<file path="src/hdl/sliding_window_variance_macros.svh">
// Assertion helpers shared by the RTL
`ifndef SLIDING_WINDOW_VARIANCE_MACROS_SVH
`define SLIDING_WINDOW_VARIANCE_MACROS_SVH

// same-cycle implication
`define SWV_AST_IMPL(lbl, ck, rn, ante, cons) \
	lbl: assert property (@(posedge ck) disable iff (!rn) (ante) |-> (cons)) \
		else $error("sliding_window_variance: assertion failed");

// next-cycle implication
`define SWV_AST_NEXT(lbl, ck, rn, ante, cons) \
	lbl: assert property (@(posedge ck) disable iff (!rn) (ante) |=> (cons)) \
		else $error("sliding_window_variance: assertion failed");

`endif

</file>
<file path="src/hdl/swv_pkg.sv">
`timescale 1ns / 1ps

package swv_pkg;

	localparam int SAMPLE_W     = 16;
	localparam int CHAN_W       = 2;
	localparam int LEN_W        = 7;
	localparam int VAR_W        = 31;
	localparam int DIGIT_W      = 4;
	localparam int CHANNELS_C   = 4;
	localparam int WINDOW_MAX_C = 64;

	localparam logic [LEN_W-1:0] LEN_RESET = LEN_W'(16);

	typedef enum logic [3:0] {
		ST_IDLE,
		ST_LOOK,
		ST_OLD,
		ST_SQO,
		ST_SQX,
		ST_SQS,
		ST_DV1,
		ST_DV2,
		ST_FIN
	} swv_state_t;

	typedef struct packed {
		logic busy;
		logic done;
	} swv_unit_st_t;

endpackage

</file>
<file path="src/hdl/swv_ifs.sv">
`timescale 1ns / 1ps

interface swv_in_if;
	import swv_pkg::*;

	logic                       valid;
	logic                       ready;
	logic [CHAN_W-1:0]          channel;
	logic signed [SAMPLE_W-1:0] sample;

	modport source (output valid, output channel, output sample, input ready);
	modport sink (input valid, input channel, input sample, output ready);
endinterface

interface swv_out_if;
	import swv_pkg::*;

	logic              valid;
	logic              ready;
	logic [CHAN_W-1:0] channel_out;
	logic [VAR_W-1:0]  variance;

	modport source (output valid, output channel_out, output variance, input ready);
	modport sink (input valid, input channel_out, input variance, output ready);
endinterface

</file>
<file path="src/hdl/swv_sqr.sv">
`timescale 1ns / 1ps

module swv_sqr #(
	parameter int MAG_W = 22
) (
	input  logic                     clk,
	input  logic                     arst_n,
	input  logic                     start,
	input  logic [MAG_W-1:0]         operand,
	output logic [2*MAG_W-1:0]       product,
	output swv_pkg::swv_unit_st_t    status
);
	import swv_pkg::*;

	localparam int STEPS = (MAG_W + DIGIT_W - 1) / DIGIT_W;
	localparam int PAD_W = STEPS * DIGIT_W;
	localparam int CNT_W = $clog2(STEPS + 1);
	localparam int PP_W  = MAG_W + DIGIT_W;

	logic [MAG_W-1:0]   a_q;
	logic [PAD_W-1:0]   b_q;
	logic [2*MAG_W-1:0] acc_q;
	logic [CNT_W-1:0]   cnt_q;
	logic               busy_q;
	logic               done_q;
	logic [PP_W-1:0]    pp;

	// one multiplier digit per cycle, most significant first
	assign pp = PP_W'(a_q) * PP_W'(b_q[PAD_W-1 -: DIGIT_W]);

	always_ff @(posedge clk) begin
		if (start) begin
			a_q   <= operand;
			b_q   <= PAD_W'(operand);
			acc_q <= '0;
		end else if (busy_q) begin
			b_q   <= b_q << DIGIT_W;
			acc_q <= (acc_q << DIGIT_W) + (2*MAG_W)'(pp);
		end
	end

	always_ff @(posedge clk or negedge arst_n) begin
		if (!arst_n) begin
			cnt_q  <= '0;
			busy_q <= 1'b0;
			done_q <= 1'b0;
		end else if (start) begin
			cnt_q  <= CNT_W'(STEPS);
			busy_q <= 1'b1;
			done_q <= 1'b0;
		end else if (busy_q) begin
			cnt_q  <= cnt_q - 1'b1;
			busy_q <= (cnt_q != CNT_W'(1));
			done_q <= (cnt_q == CNT_W'(1));
		end else begin
			done_q <= 1'b0;
		end
	end

	assign product     = acc_q;
	assign status.busy = busy_q;
	assign status.done = done_q;

endmodule

</file>
<file path="src/hdl/swv_div.sv">
`timescale 1ns / 1ps

module swv_div #(
	parameter int NUM_W = 44
) (
	input  logic                       clk,
	input  logic                       arst_n,
	input  logic                       start,
	input  logic [NUM_W-1:0]           dividend,
	input  logic [swv_pkg::LEN_W-1:0]  divisor,
	output logic [NUM_W-1:0]           quotient,
	output swv_pkg::swv_unit_st_t      status
);
	import swv_pkg::*;

	localparam int STEPS = NUM_W / DIGIT_W;
	localparam int CNT_W = $clog2(STEPS + 1);

	logic [NUM_W-1:0] quo_q;
	logic [LEN_W-1:0] rem_q;
	logic [LEN_W-1:0] den_q;
	logic [CNT_W-1:0] cnt_q;
	logic             busy_q;
	logic             done_q;

	logic [NUM_W-1:0] q;
	logic [LEN_W-1:0] r;
	logic [LEN_W:0]   t;

	// restoring division, one quotient digit per cycle; dividend bits shift
	// out of the top while quotient bits shift in at the bottom
	always_comb begin
		q = quo_q;
		r = rem_q;
		t = '0;
		for (int i = 0; i < DIGIT_W; i++) begin
			t = {r, q[NUM_W-1]};
			q = {q[NUM_W-2:0], 1'b0};
			if (t >= {1'b0, den_q}) begin
				t    = t - {1'b0, den_q};
				q[0] = 1'b1;
			end
			r = t[LEN_W-1:0];
		end
	end

	always_ff @(posedge clk) begin
		if (start) begin
			quo_q <= dividend;
			rem_q <= '0;
			den_q <= divisor;
		end else if (busy_q) begin
			quo_q <= q;
			rem_q <= r;
		end
	end

	always_ff @(posedge clk or negedge arst_n) begin
		if (!arst_n) begin
			cnt_q  <= '0;
			busy_q <= 1'b0;
			done_q <= 1'b0;
		end else if (start) begin
			cnt_q  <= CNT_W'(STEPS);
			busy_q <= 1'b1;
			done_q <= 1'b0;
		end else if (busy_q) begin
			cnt_q  <= cnt_q - 1'b1;
			busy_q <= (cnt_q != CNT_W'(1));
			done_q <= (cnt_q == CNT_W'(1));
		end else begin
			done_q <= 1'b0;
		end
	end

	assign quotient    = quo_q;
	assign status.busy = busy_q;
	assign status.done = done_q;

endmodule

</file>
<file path="src/hdl/sliding_window_variance.sv">
`timescale 1ns / 1ps
`include "sliding_window_variance_macros.svh"

// Channel   | Dir | Handshake      | Payload
// samples   | in  | valid / ready  | channel (2b), sample (16b signed)
// results   | out | valid / ready  | channel_out (2b), variance (31b)
// cfg       | in  | cfg_we only    | cfg_wdata: window length (7b)
//
// One word at a time: the next word is taken only once the last result has been loaded into
// the output register. Each word goes through a channel lookup, a fetch of the leaving word,
// three passes of the shared 4-bit-digit squarer and two passes of the divider.
// Reset clears control state and per-channel valid bits; the memories are not swept, invalid
// channels read as empty and a fill count gates the delay line.
// A stalled result sits in the output register while the next word is worked on.
module sliding_window_variance #(
	parameter int CHANNELS   = swv_pkg::CHANNELS_C,
	parameter int WINDOW_MAX = swv_pkg::WINDOW_MAX_C
) (
	input  logic                      clk,
	input  logic                      arst_n,
	swv_in_if.sink                    samples,
	swv_out_if.source                 results,
	input  logic                      cfg_we,
	input  logic [swv_pkg::LEN_W-1:0] cfg_wdata
);
	import swv_pkg::*;

	// effective window length never exceeds this
	localparam int LEN_MAX = (1 << LEN_W) - 1;
	localparam int NMAX    = (WINDOW_MAX < LEN_MAX) ? WINDOW_MAX : LEN_MAX;

	localparam int SUM_W  = SAMPLE_W + $clog2(NMAX);
	localparam int MAG_W  = SUM_W;
	localparam int PROD_W = 2 * MAG_W;
	localparam int SQ_W   = 2 * SAMPLE_W - 1 + $clog2(NMAX);
	localparam int DIN_W  = (PROD_W > SQ_W) ? PROD_W : SQ_W;
	localparam int DIV_W  = ((DIN_W + DIGIT_W - 1) / DIGIT_W) * DIGIT_W;
	localparam int WP_W   = $clog2(WINDOW_MAX);
	localparam int FILL_W = $clog2(NMAX + 1);
	localparam int CH_W   = (CHANNELS > 1) ? $clog2(CHANNELS) : 1;
	localparam int DL_AW  = $clog2(CHANNELS * WINDOW_MAX);
	localparam int SL_W   = ((WP_W > LEN_W) ? WP_W : LEN_W) + 1;

	localparam logic [LEN_W-1:0]  NMAX_L = LEN_W'(NMAX);
	localparam logic [FILL_W-1:0] FILL_F = FILL_W'(NMAX);
	localparam logic [DL_AW-1:0]  WM_A   = DL_AW'(WINDOW_MAX);
	localparam logic [WP_W-1:0]   WP_END = WP_W'(WINDOW_MAX - 1);

	typedef struct packed {
		logic signed [SUM_W-1:0] sum;
		logic [SQ_W-1:0]         sq;
		logic [WP_W-1:0]         wp;
		logic [FILL_W-1:0]       fill;
	} chs_t;

	// ---------------------------------------------------------------- control
	swv_state_t state_q, state_n;

	logic [LEN_W-1:0]    len_q;
	logic [LEN_W-1:0]    eff_n;
	logic [CHANNELS-1:0] chv_q;
	logic                ovalid_q;
	logic                out_free;
	logic                acc;

	// ------------------------------------------------------------- work regs
	logic [CHAN_W-1:0]          chan_q;
	logic [CH_W-1:0]            ch_q;
	logic signed [SAMPLE_W-1:0] x_q;
	logic signed [SUM_W-1:0]    sum_q;
	logic [SQ_W-1:0]            sq_q;
	logic [WP_W-1:0]            wp_q;
	logic [FILL_W-1:0]          fill_q;
	logic                       oldok_q;
	logic [VAR_W-1:0]           res_q;
	logic [CHAN_W-1:0]          ochan_q;
	logic [VAR_W-1:0]           ovar_q;

	// --------------------------------------------------------------- memories
	chs_t                chmem [CHANNELS];
	chs_t                chrd_q;
	logic [SAMPLE_W-1:0] dmem [CHANNELS*WINDOW_MAX];
	logic [SAMPLE_W-1:0] dlrd_q;

	// --------------------------------------------------------------- datapath
	logic [6:0]              chv;
	logic [CH_W-1:0]         ch_mod;
	chs_t                    cur;
	logic [SL_W-1:0]         sl_d;
	logic [WP_W-1:0]         slot;
	logic [DL_AW-1:0]        dl_base;
	logic [DL_AW-1:0]        dl_raddr;
	logic [DL_AW-1:0]        dl_waddr;
	logic signed [SUM_W-1:0] x_ext;
	logic signed [SUM_W-1:0] old_ext;
	logic [MAG_W-1:0]        x_mag;
	logic [MAG_W-1:0]        old_mag;
	logic [MAG_W-1:0]        sum_mag;
	logic [WP_W-1:0]         wp_nx;
	logic [FILL_W-1:0]       fill_nx;
	chs_t                    ch_wdata;
	logic [DIV_W:0]          diff;
	logic [DIV_W-1:0]        diff_pos;

	// unit hookup and sequencer outputs
	logic                 sq_start;
	logic [MAG_W-1:0]     sq_a;
	logic [PROD_W-1:0]    sq_prod;
	swv_unit_st_t         sq_st;
	logic                 dv_start;
	logic [DIV_W-1:0]     dv_num;
	logic [DIV_W-1:0]     dv_quo;
	swv_unit_st_t         dv_st;
	logic                 rdy;
	logic                 ch_we;
	logic                 dl_re;
	logic                 dl_we;
	logic                 out_load;

	assign acc      = samples.valid && rdy;
	assign out_free = !ovalid_q || results.ready;

	// clamp the configured length into 1..NMAX
	always_comb begin
		eff_n = len_q;
		if (len_q == '0) begin
			eff_n = LEN_W'(1);
		end else if (len_q > NMAX_L) begin
			eff_n = NMAX_L;
		end
	end

	// fold the channel number into range; it is only two bits wide
	always_comb begin
		chv = 7'(samples.channel);
		for (int i = 0; i < 3; i++) begin
			if (chv >= 7'(CHANNELS)) begin
				chv = chv - 7'(CHANNELS);
			end
		end
		ch_mod = chv[CH_W-1:0];
	end

	// a channel that has not been written since reset or a length change is empty
	assign cur = chv_q[ch_q] ? chrd_q : '0;

	// slot of the word that leaves the window: wp - n, wrapped
	always_comb begin
		sl_d = SL_W'(cur.wp) - SL_W'(eff_n);
		if (sl_d[SL_W-1]) begin
			sl_d = sl_d + SL_W'(WINDOW_MAX);
		end
		slot = sl_d[WP_W-1:0];
	end

	assign dl_base  = DL_AW'(ch_q) * WM_A;
	assign dl_raddr = dl_base + DL_AW'(slot);
	assign dl_waddr = dl_base + DL_AW'(wp_q);

	assign x_ext   = SUM_W'(x_q);
	assign old_ext = oldok_q ? SUM_W'($signed(dlrd_q)) : '0;
	assign x_mag   = x_ext[SUM_W-1] ? $unsigned(-x_ext) : $unsigned(x_ext);
	assign old_mag = old_ext[SUM_W-1] ? $unsigned(-old_ext) : $unsigned(old_ext);
	assign sum_mag = sum_q[SUM_W-1] ? $unsigned(-sum_q) : $unsigned(sum_q);

	assign wp_nx   = (wp_q == WP_END) ? '0 : wp_q + 1'b1;
	assign fill_nx = (fill_q == FILL_F) ? fill_q : fill_q + 1'b1;

	assign ch_wdata.sum  = sum_q;
	assign ch_wdata.sq   = sq_q;
	assign ch_wdata.wp   = wp_nx;
	assign ch_wdata.fill = fill_nx;

	// square sum minus normalized square; clamp a borrow to zero
	assign diff     = {1'b0, DIV_W'(sq_q)} - {1'b0, dv_quo};
	assign diff_pos = diff[DIV_W] ? '0 : diff[DIV_W-1:0];

	// ------------------------------------------------------------ next state
	always_comb begin
		state_n = state_q;
		unique case (state_q)
			ST_IDLE: begin
				if (acc) state_n = ST_LOOK;
			end
			ST_LOOK: state_n = ST_OLD;
			ST_OLD:  state_n = ST_SQO;
			ST_SQO: begin
				if (sq_st.done) state_n = ST_SQX;
			end
			ST_SQX: begin
				if (sq_st.done) state_n = ST_SQS;
			end
			ST_SQS: begin
				if (sq_st.done) state_n = ST_DV1;
			end
			ST_DV1: begin
				if (dv_st.done) state_n = ST_DV2;
			end
			ST_DV2: begin
				if (dv_st.done) state_n = ST_FIN;
			end
			ST_FIN: begin
				if (out_free) state_n = ST_IDLE;
			end
			default: state_n = ST_IDLE;
		endcase
	end

	// ---------------------------------------------------------------- outputs
	always_comb begin
		rdy      = 1'b0;
		sq_start = 1'b0;
		sq_a     = old_mag;
		dv_start = 1'b0;
		dv_num   = DIV_W'(sq_prod);
		ch_we    = 1'b0;
		dl_re    = 1'b0;
		dl_we    = 1'b0;
		out_load = 1'b0;
		unique case (state_q)
			ST_IDLE: rdy = 1'b1;
			// fetch the leaving word
			ST_LOOK: dl_re = 1'b1;
			// store the new word, square the leaving one
			ST_OLD: begin
				dl_we    = 1'b1;
				sq_start = 1'b1;
				sq_a     = old_mag;
			end
			ST_SQO: begin
				sq_start = sq_st.done;
				sq_a     = x_mag;
			end
			ST_SQX: begin
				sq_start = sq_st.done;
				sq_a     = sum_mag;
			end
			// sums are final here: write the channel back, divide the square
			ST_SQS: begin
				ch_we    = sq_st.done;
				dv_start = sq_st.done;
				dv_num   = DIV_W'(sq_prod);
			end
			ST_DV1: begin
				dv_start = dv_st.done;
				dv_num   = diff_pos;
			end
			ST_DV2: ;
			ST_FIN:  out_load = out_free;
			default: ;
		endcase
	end

	assign samples.ready = rdy;

	// --------------------------------------------------------- control regs
	always_ff @(posedge clk or negedge arst_n) begin
		if (!arst_n) begin
			state_q  <= ST_IDLE;
			len_q    <= LEN_RESET;
			chv_q    <= '0;
			ovalid_q <= 1'b0;
		end else begin
			state_q <= state_n;
			if (cfg_we) begin
				len_q <= cfg_wdata;
			end
			// a length change empties every channel; it wins over a write-back
			if (cfg_we) begin
				chv_q <= '0;
			end else if (ch_we) begin
				chv_q[ch_q] <= 1'b1;
			end
			if (out_load) begin
				ovalid_q <= 1'b1;
			end else if (results.ready) begin
				ovalid_q <= 1'b0;
			end
		end
	end

	// ------------------------------------------------------------ work regs
	always_ff @(posedge clk) begin
		if (acc) begin
			chan_q <= samples.channel;
			ch_q   <= ch_mod;
			x_q    <= samples.sample;
		end
		if (state_q == ST_LOOK) begin
			sum_q   <= cur.sum;
			sq_q    <= cur.sq;
			wp_q    <= cur.wp;
			fill_q  <= cur.fill;
			oldok_q <= (LEN_W'(cur.fill) >= eff_n);
		end
		// drop the leaving word and add the new one
		if (state_q == ST_OLD) begin
			sum_q <= sum_q + x_ext - old_ext;
		end
		if (state_q == ST_SQO && sq_st.done) begin
			sq_q <= sq_q - sq_prod[SQ_W-1:0];
		end
		if (state_q == ST_SQX && sq_st.done) begin
			sq_q <= sq_q + sq_prod[SQ_W-1:0];
		end
		if (state_q == ST_DV2 && dv_st.done) begin
			res_q <= dv_quo[VAR_W-1:0];
		end
		if (out_load) begin
			ochan_q <= chan_q;
			ovar_q  <= res_q;
		end
	end

	// -------------------------------------------------------------- memories
	always_ff @(posedge clk) begin
		if (acc) begin
			chrd_q <= chmem[ch_mod];
		end
		if (ch_we) begin
			chmem[ch_q] <= ch_wdata;
		end
	end

	always_ff @(posedge clk) begin
		if (dl_re) begin
			dlrd_q <= dmem[dl_raddr];
		end
		if (dl_we) begin
			dmem[dl_waddr] <= $unsigned(x_q);
		end
	end

	// ----------------------------------------------------------------- units
	swv_sqr #(
		.MAG_W(MAG_W)
	) u_sqr (
		.clk     (clk),
		.arst_n  (arst_n),
		.start   (sq_start),
		.operand (sq_a),
		.product (sq_prod),
		.status  (sq_st)
	);

	swv_div #(
		.NUM_W(DIV_W)
	) u_div (
		.clk      (clk),
		.arst_n   (arst_n),
		.start    (dv_start),
		.dividend (dv_num),
		.divisor  (eff_n),
		.quotient (dv_quo),
		.status   (dv_st)
	);

	assign results.valid       = ovalid_q;
	assign results.channel_out = ochan_q;
	assign results.variance    = ovar_q;

	// ------------------------------------------------------------ assertions
	`SWV_AST_IMPL(a_units_excl, clk, arst_n, sq_st.busy, !dv_st.busy)
	`SWV_AST_NEXT(a_accept_look, clk, arst_n, acc, state_q == ST_LOOK)
	`SWV_AST_NEXT(a_cfg_empties, clk, arst_n, cfg_we, chv_q == '0)
	`SWV_AST_NEXT(a_result_shown, clk, arst_n, out_load, results.valid && state_q == ST_IDLE)

endmodule

</file>
<file path="src/flat_wrapper.sv">
// flat-port wrapper written by rule: the top's interface ports become plain ports
module sliding_window_variance_flat import swv_pkg::*;
#(
	parameter int CHANNELS   = swv_pkg::CHANNELS_C,
	parameter int WINDOW_MAX = swv_pkg::WINDOW_MAX_C
)
  (clk, arst_n, cfg_we, cfg_wdata, samples_valid, samples_channel, samples_sample, samples_ready, results_valid, results_channel_out, results_variance, results_ready);
  swv_in_if samples_i ();
  swv_out_if results_i ();
  input  logic clk;
  input  logic arst_n;
  input  logic cfg_we;
  input  logic [swv_pkg::LEN_W-1:0] cfg_wdata;
  input wire logic [$bits(samples_i.valid)-1:0] samples_valid;
  input wire logic [$bits(samples_i.channel)-1:0] samples_channel;
  input wire logic [$bits(samples_i.sample)-1:0] samples_sample;
  output wire logic [$bits(samples_i.ready)-1:0] samples_ready;
  output wire logic [$bits(results_i.valid)-1:0] results_valid;
  output wire logic [$bits(results_i.channel_out)-1:0] results_channel_out;
  output wire logic [$bits(results_i.variance)-1:0] results_variance;
  input wire logic [$bits(results_i.ready)-1:0] results_ready;
  assign samples_i.valid = samples_valid;
  assign samples_i.channel = samples_channel;
  assign samples_i.sample = samples_sample;
  assign samples_ready = samples_i.ready;
  assign results_valid = results_i.valid;
  assign results_channel_out = results_i.channel_out;
  assign results_variance = results_i.variance;
  assign results_i.ready = results_ready;
  sliding_window_variance #(.CHANNELS(CHANNELS), .WINDOW_MAX(WINDOW_MAX)) u_core (.clk(clk), .arst_n(arst_n), .samples(samples_i), .results(results_i), .cfg_we(cfg_we), .cfg_wdata(cfg_wdata));
endmodule
</file>
<file path="config.mk">
export PLATFORM = sky130hd
export DESIGN_NAME = sliding_window_variance_flat
export DESIGN_NICKNAME = d
export VERILOG_FILES = /design/src/hdl/swv_pkg.sv /design/src/hdl/swv_ifs.sv /design/src/hdl/swv_sqr.sv /design/src/hdl/swv_div.sv /design/src/hdl/sliding_window_variance.sv /design/src/flat_wrapper.sv
export VERILOG_INCLUDE_DIRS = /design/src /design/src/hdl
export SDC_FILE = /design/constraint.sdc
export NUM_CORES = 2
export LEC_CHECK = 0
export ABC_CLOCK_PERIOD_IN_PS = 10030
export BUFFER_PORTS_ARGS = -buffer_cell sky130_fd_sc_hd__buf_2
export CAP_MARGIN = 20
export CELL_PAD_IN_SITES_DETAIL_PLACEMENT = 1
export CELL_PAD_IN_SITES_GLOBAL_PLACEMENT = 1
export CORE_UTILIZATION = 45
export CTS_CLUSTER_DIAMETER = 40
export DETAILED_ROUTE_END_ITERATION = 8
export PLACE_DENSITY_LB_ADDON = 0.1
export SLEW_MARGIN = 30
export SYNTH_ARGS = -nofsm -noshare
export SYNTH_HDL_FRONTEND = slang
export SYNTH_MEMORY_MAX_BITS = 65536
export SYNTH_SLANG_ARGS = --single-unit
</file>
<file path="constraint.sdc">
create_clock -name clk -period 10.03 [get_ports clk]
set_input_delay 1.003 -clock clk [delete_from_list [all_inputs] [get_ports clk]]
set_output_delay 1.003 -clock clk [all_outputs]
set_load 0.01 [all_outputs]
</file>
# After elaboration in Yosys (flattened, before gate mapping)
# Memories as Yosys holds them, arrays and structs flattened. A register that Yosys moved wholly into a read port is not among the register bits.
# Cells that the tools add are included.
[totals]
input_bits = 30
mem_bits_rw = 4384
reg_bits = 330
elab_cells = 167
output_inout_bits = 35
memories = 2
[mem_list]
columns = ["memory", "words", "width", "rd", "rd_ports_with_merged_regs", "write_ports", "line_no", "source"]
rows = [
  ["u_core.dmem", 256, 16, 1, 1, 1, "sliding_window_variance.sv:82", "logic [SAMPLE_W-1:0] dmem [CHANNELS*WINDOW_MAX];"],
  ["u_core.chmem", 4, 72, 1, 1, 1, "sliding_window_variance.sv:80", "chs_t chmem [CHANNELS];"],
]
[classes]
n_mul = 1
add_sub_neg = 21
n_eq_ne = 21
magnitude_cmp = 8
n_reduce_logical = 17
bitwise = 1
n_mux = 69
[ops]
columns = ["op", "count"]
rows = [
  ["two-way mux 22 bit", 8],
  ["two-way mux 44 bit", 4],
  ["two-way mux 37 bit", 3],
  ["two-way mux 72 bit", 1],
  ["two-way mux 7 bit", 7],
  ["subtractor 37 x 44 -> 45 bit", 1],
  ["adder 44 x 26 -> 44 bit", 1],
  ["two-way mux 4 bit", 11],
  ["negator 22 bit", 2],
  ["case mux 22 bit (2 select lines)", 1],
  ["adder 37 bit", 1],
  ["subtractor 37 bit", 1],
  ["case mux 4 bit (9 select lines)", 1],
  [">= comparator 8 x 7 -> 1 bit", 4],
  ["subtractor 7 bit", 4],
  ["multiplier 22 x 4 -> 26 bit", 1],
  ["two-way mux 1 bit", 25],
  ["adder 22 x 16 -> 22 bit", 1],
  ["negator 16 -> 22 bit", 1],
  ["subtractor 22 bit", 1],
  ["adder 8 x 6 -> 8 bit", 2],
  ["== test 4 x 3 -> 1 bit (second input constant)", 4],
  ["adder 6 x 1 -> 6 bit (second input constant)", 2],
  ["two-way mux 6 bit", 2],
  ["32 further kinds", 49],
]

# Logic depth before layout (Yosys ltp)
[logic_depth]
depth_word = 10
mapped_depth = 35

# By module
# A second synthesis with hierarchy kept.
[hier_totals]
hier_cells = 9724
area_unflattened_um2 = 197709.6
[by_module_without_submodules]
columns = ["mod", "n_inst", "seq_area_each_um2", "cells_each", "area_per_inst_um2"]
rows = [
  ["sliding_window_variance", 1, 139344.9, 8650, 186396.3],
  ["swv_sqr", 1, 2367.3, 719, 7159.4],
  ["swv_div", 1, 1821.7, 355, 4154.0],
]

# Worst setup path before layout
# OpenSTA, ideal clock, no wires.
[synth_timing]
kind = "reg2reg"
start = "register u_core.u_div.den_q[1]"
end = "register u_core.u_div.rem_q[2]"
n_path_buf = 2
path_slack_ns = 2.303
arrival_time_ns = 7.595
setup_time_ns = 0.132
stages_incl_launch_ff = 33
cell_sequence = "edfxtp_1 > inv_1 > fa_1 > a211oi_2 > o21ai_0 > a21oi_1 > clkbuf_1 > mux2_2 > ha_1 > nand2b_1 > a21oi_1 > o21a_1 > o31a_1 > nor3_1 > buf_2 > mux2i_1 > ha_1 > nor2b_1 > o21ai_0 > a21oi_1 > o32a_1 > a211oi_4 > mux2i_1 > ha_1 > nor2b_1 > o21ai_0 > nand2b_1 > a21o_1 > a21oi_1 > o21ai_0 > a211oi_4 > mux2i_1 > a21oi_1"
[synth_between]
elab_chain_len = 8
elab_cells_between_ends = 12
cone_classes = "4 x add/sub; 4 x order compare; 4 x mux"
[synth_lines]
columns = ["item", "line_no", "source"]
rows = [
  ["start, declared", "swv_div.sv:21", "logic [LEN_W-1:0] den_q;"],
  ["start signal, assigned", "swv_div.sv:51", "den_q <= divisor;"],
  ["subtractor 7 bit / >= comparator 8 x 7 -> 1 bit (equally long branches)", "swv_div.sv:40, swv_div.sv:39", ""],
  ["two-way mux 7 bit", "swv_div.sv:39", "if (t >= {1'b0, den_q}) begin"],
  ["subtractor 7 bit / >= comparator 8 x 7 -> 1 bit (equally long branches)", "swv_div.sv:40, swv_div.sv:39", ""],
  ["two-way mux 7 bit", "swv_div.sv:39", ""],
  [">= comparator 8 x 7 -> 1 bit / subtractor 7 bit (equally long branches)", "swv_div.sv:39, swv_div.sv:40", ""],
  ["two-way mux 7 bit", "swv_div.sv:39", ""],
  ["subtractor 7 bit / >= comparator 8 x 7 -> 1 bit (equally long branches)", "swv_div.sv:40, swv_div.sv:39", ""],
  ["two-way mux 7 bit *", "swv_div.sv:39", ""],
  ["end signal, assigned", "swv_div.sv:54", "rem_q <= r;"],
  ["end, declared", "swv_div.sv:20", "logic [LEN_W-1:0] rem_q;"],
]
# Mark *: on every way between the ends. The rest lies on a longest branch, timed or not.
# A chain may end at the register's enable or synchronous reset.

# Worst setup path in the final report
# Ends and elaborated chain as after synthesis.

==> out/results.txt <==
Reg clk slew, reported paths: 50 ps
hold path startpoint: samples_sample[12]
Nets: 10600
part of the Yosys area used for sequential elements: 73.1%
crit path max-delay cell type: a211oi_4
WL final: 543000 um
CP Capture Type: register
clock sinks: 4802
port bufs: 64
core footprint: 0.434 mm^2
R2R depth: 31
Vias: 98800
drt wl/cell: 32.9 um
Area growth syn-to-layout: 16.1%
r2r startpoint: u_core.u_div.den_q[1]
Die ar.: 0.439 mm^2
initial antenna violation count: 50
Post-Syn Area: 0.196 mm^2
Worst-Skew Late Latency: 1070 ps
H-tree levels: 6
Mapped Nets: 9932
power density over the cells: 266 mW/mm^2
fraction of registers with async set/reset: 0.562%
CTS Buf Count: 637
final period utilization: 89.4%
Hold Path Sink: u_core.x_q[12]
outcome: completed
Hold Vio Cnt, Final: 0
post-synthesis cell type count: 84
Total Power: 60700 uW
layout cells sized above 1: 28.6%
CTS max path bufs: 4
Post-Layout Inst Area: 0.228 mm^2
max-slew violations: 0
#FFs+latches synth: 4802
Setup Skew: 45.4 ps
fillers: 37900
Critical Path AT: 9840 ps
worst min path class: in -> reg
Critical Path RT: 10910 ps
crit path max fanout: 11
FF-to-FF End: u_core.u_div.rem_q[2]
Initial DRC Count: 10100
YS warnings: 0
Root Driver: clkbuf_16
Die X-Extent: 662 um
CP max stage delay: 610 ps
most common flop cell mapped by yosys: edfxtp_1
maximum VDD drop: 0.240 mV
CTS tree: built
Worst path most repeated cell: a21oi_1
reg-to-reg slack, setup: 1060 ps
max cap viols: 0
Final GP Congestion: 0.817
DP Area: 0.206 mm^2
number of global-route vias before repair: 105000
utilization of the core after routing: 52.5%
crit path kind: reg -> reg
DR DRC count: 0
Cells after Synth: 9594
Max Freq: 112 MHz
hold path cells: 1
DIE HEIGHT: 662 um
sum of negative setup slack: 0 ps
Worst-Margin Slew: 1030 ps
first-pass GRT wire length: 774000 um
largest net degree at the start of global routing: 212
DR pass1 iterations: 5
initial core utilization: 45.2%
GRT Resource Usage Total: 24.5%
P_leak: 0.0750 uW
min cycle time layout: 8970 ps
post-DP HPWL: 327000 um
post-synthesis area per instance: 20.5 um^2
Post-synth EDFFs: 4722
slew margin rel.: 29.3%
CP Launch Type: register
RSZ-0062 raised after global routing: false
Final Setup Violations: 0
# IOs: 65
Post-CTS Setup Inserts: 0
gr ovfl total: 0
vias per cell: 5.99
Core Rows: 242
antenna-violating nets left: 0
report_power, final:
part           internal, uW  switching, uW
combinational          5520           8400
clock                 14200           8910
sequential            22900            730
total                 42600          18000
timing repair:
action / in CTS / in global routing
gates resized for setup: 0 / 0
hold buffers: 1 / 0
hold endpoints to repair: 1 / 0
state kept, by name (all words and copies together) (netlist names), 6 cells and up:
register,flops
u_core.sq_q,37
u_core.u_sqr.a_q,22
u_core.dmem,4096
u_core.fill_q,7
u_core.chrd_q,72
u_core.x_q,16
u_core.wp_q,6
u_core.len_q,7
u_core.results.variance,31
u_core.u_div.quotient,44
u_core.res_q,31
u_core.u_div.den_q,7
u_core.dlrd_q,16
u_core.sum_q,22
u_core.u_sqr.product,44
u_core.u_sqr.b_q,24
u_core.u_div.rem_q,7
u_core.chmem,288
per-layer routing:
layer	wire length (um)	GRT usage, %
met3	32300	3.59
met2	264000	40.1
met1	233000	34.9
met4	13900	6.18
met5	50	0
placed cells by master, fill, tap and decap left out, types with 47 or more instances in the layout:
master / count
clkinv_4: 47
inv_1: 298
fa_1: 89
a21oi_1: 237
dfxtp_1: 53
clkinvlp_4: 54
nand2_1: 248
mux4_2: 1385
clkinv_1: 64
clkinv_2: 87
nor2_1: 399
mux2i_1: 165
xor2_1: 57
buf_2: 62
o21ai_0: 175
clkbuf_16: 651
a21o_1: 71
xnor2_1: 117
clkbuf_1: 69
bufinv_16: 84
edfxtp_1: 4722
and2_1: 68
inv_6: 78
buf_4: 362
ha_1: 217
nand3_1: 70
logic make-up (layout without fill, tap and decap cells):
| kind of cell | Yosys count | count (layout) | synth area share, % |
|---|---|---|---|
| AO/OA/AOI/OAI | 829 | 829 | 2.79 |
| XOR/XNOR | 178 | 178 | 0.794 |
| adder cells (fa/ha/maj) | 308 | 308 | 2.31 |
| buffers and inverters | 786 | 1944 | 1.51 |
| flip-flops | 4802 | 4802 | 73.1 |
| multiplexers | 1588 | 1588 | 16.9 |
| other | 0 | 15 | 0 |
| AND/OR/NAND/NOR | 1103 | 1103 | 2.54 |
area by class of cell:
cell class,instances,area [um^2],share of cell area [%]
Antenna cell,15,37.5,0.0165
Clock buffer,723,16600,7.28
Clock inverter,444,5160,2.27
Inverter,299,1120,0.492
Multi-Input combinational cell,4006,50300,22.1
Sequential cell,4802,144000,63.0
Tap cell,5734,7170,3.15
Timing Repair Buffer,478,4010,1.76
worst max-delay path: cells and delay by family, from the launching register on:
family | cells | cell delay [ps]
simple gates | 5 | 820
buf+inv | 2 | 420
fa+ha+maj | 4 | 1520
flops | 1 | 490
mux | 4 | 1400
compound gates | 16 | 4140
through the flow:
stage / hold slack [ps] / cells / setup slack [ps]
floorplan: 400 / 9594 / 2300
global placement: 407 / 15300 / 544
detailed placement: 406 / 15300 / 776
CTS: 57.1 / 16500 / 735
global route: 99.3 / 16500 / 391
finish: 149 / 16500 / 1060
worst max-delay path by stage:
| stage | cells past startpoint | slack, ps | startpoint | end |
|---|---|---|---|---|
| after floorplan | 32 | 2300 | u_core.u_div.den_q[1] | u_core.u_div.rem_q[2] |
| after global placement | 33 | 540 | u_core.u_div.quotient[43] | u_core.u_div.rem_q[2] |
| after detailed placement | 31 | 780 | u_core.u_div.den_q[1] | u_core.u_div.rem_q[2] |
| after CTS | 31 | 730 | u_core.u_div.den_q[1] | u_core.u_div.rem_q[2] |
| after global routing | 31 | 390 | u_core.u_div.den_q[1] | u_core.u_div.rem_q[2] |
| final | 31 | 1060 | u_core.u_div.den_q[1] | u_core.u_div.rem_q[2] |
cells in the mapped netlist, types with 27 or more instances:
cell type	instances	area (um^2)
a21oi_1	239	1200
clkbuf_1	393	1480
xnor2_1	120	1050
mux2i_1	177	1770
o31ai_1	35	263
buf_1	85	319
inv_1	298	1120
o21ai_0	175	876
xor2_1	58	508
fa_1	90	1800
ha_1	218	2730
nand2_1	269	1010
and2_1	72	450
nand3_1	70	350
edfxtp_1	4722	142000
nand2b_1	27	169
dfxtp_1	53	1060
a21o_1	71	533
o21bai_1	30	225
nor2_1	461	1730
nor3_1	49	245
a221oi_1	38	333
nor2b_1	40	250
mux4_2	1385	31200
nand4_1	27	169
Power figures use the tool's default switching activity.
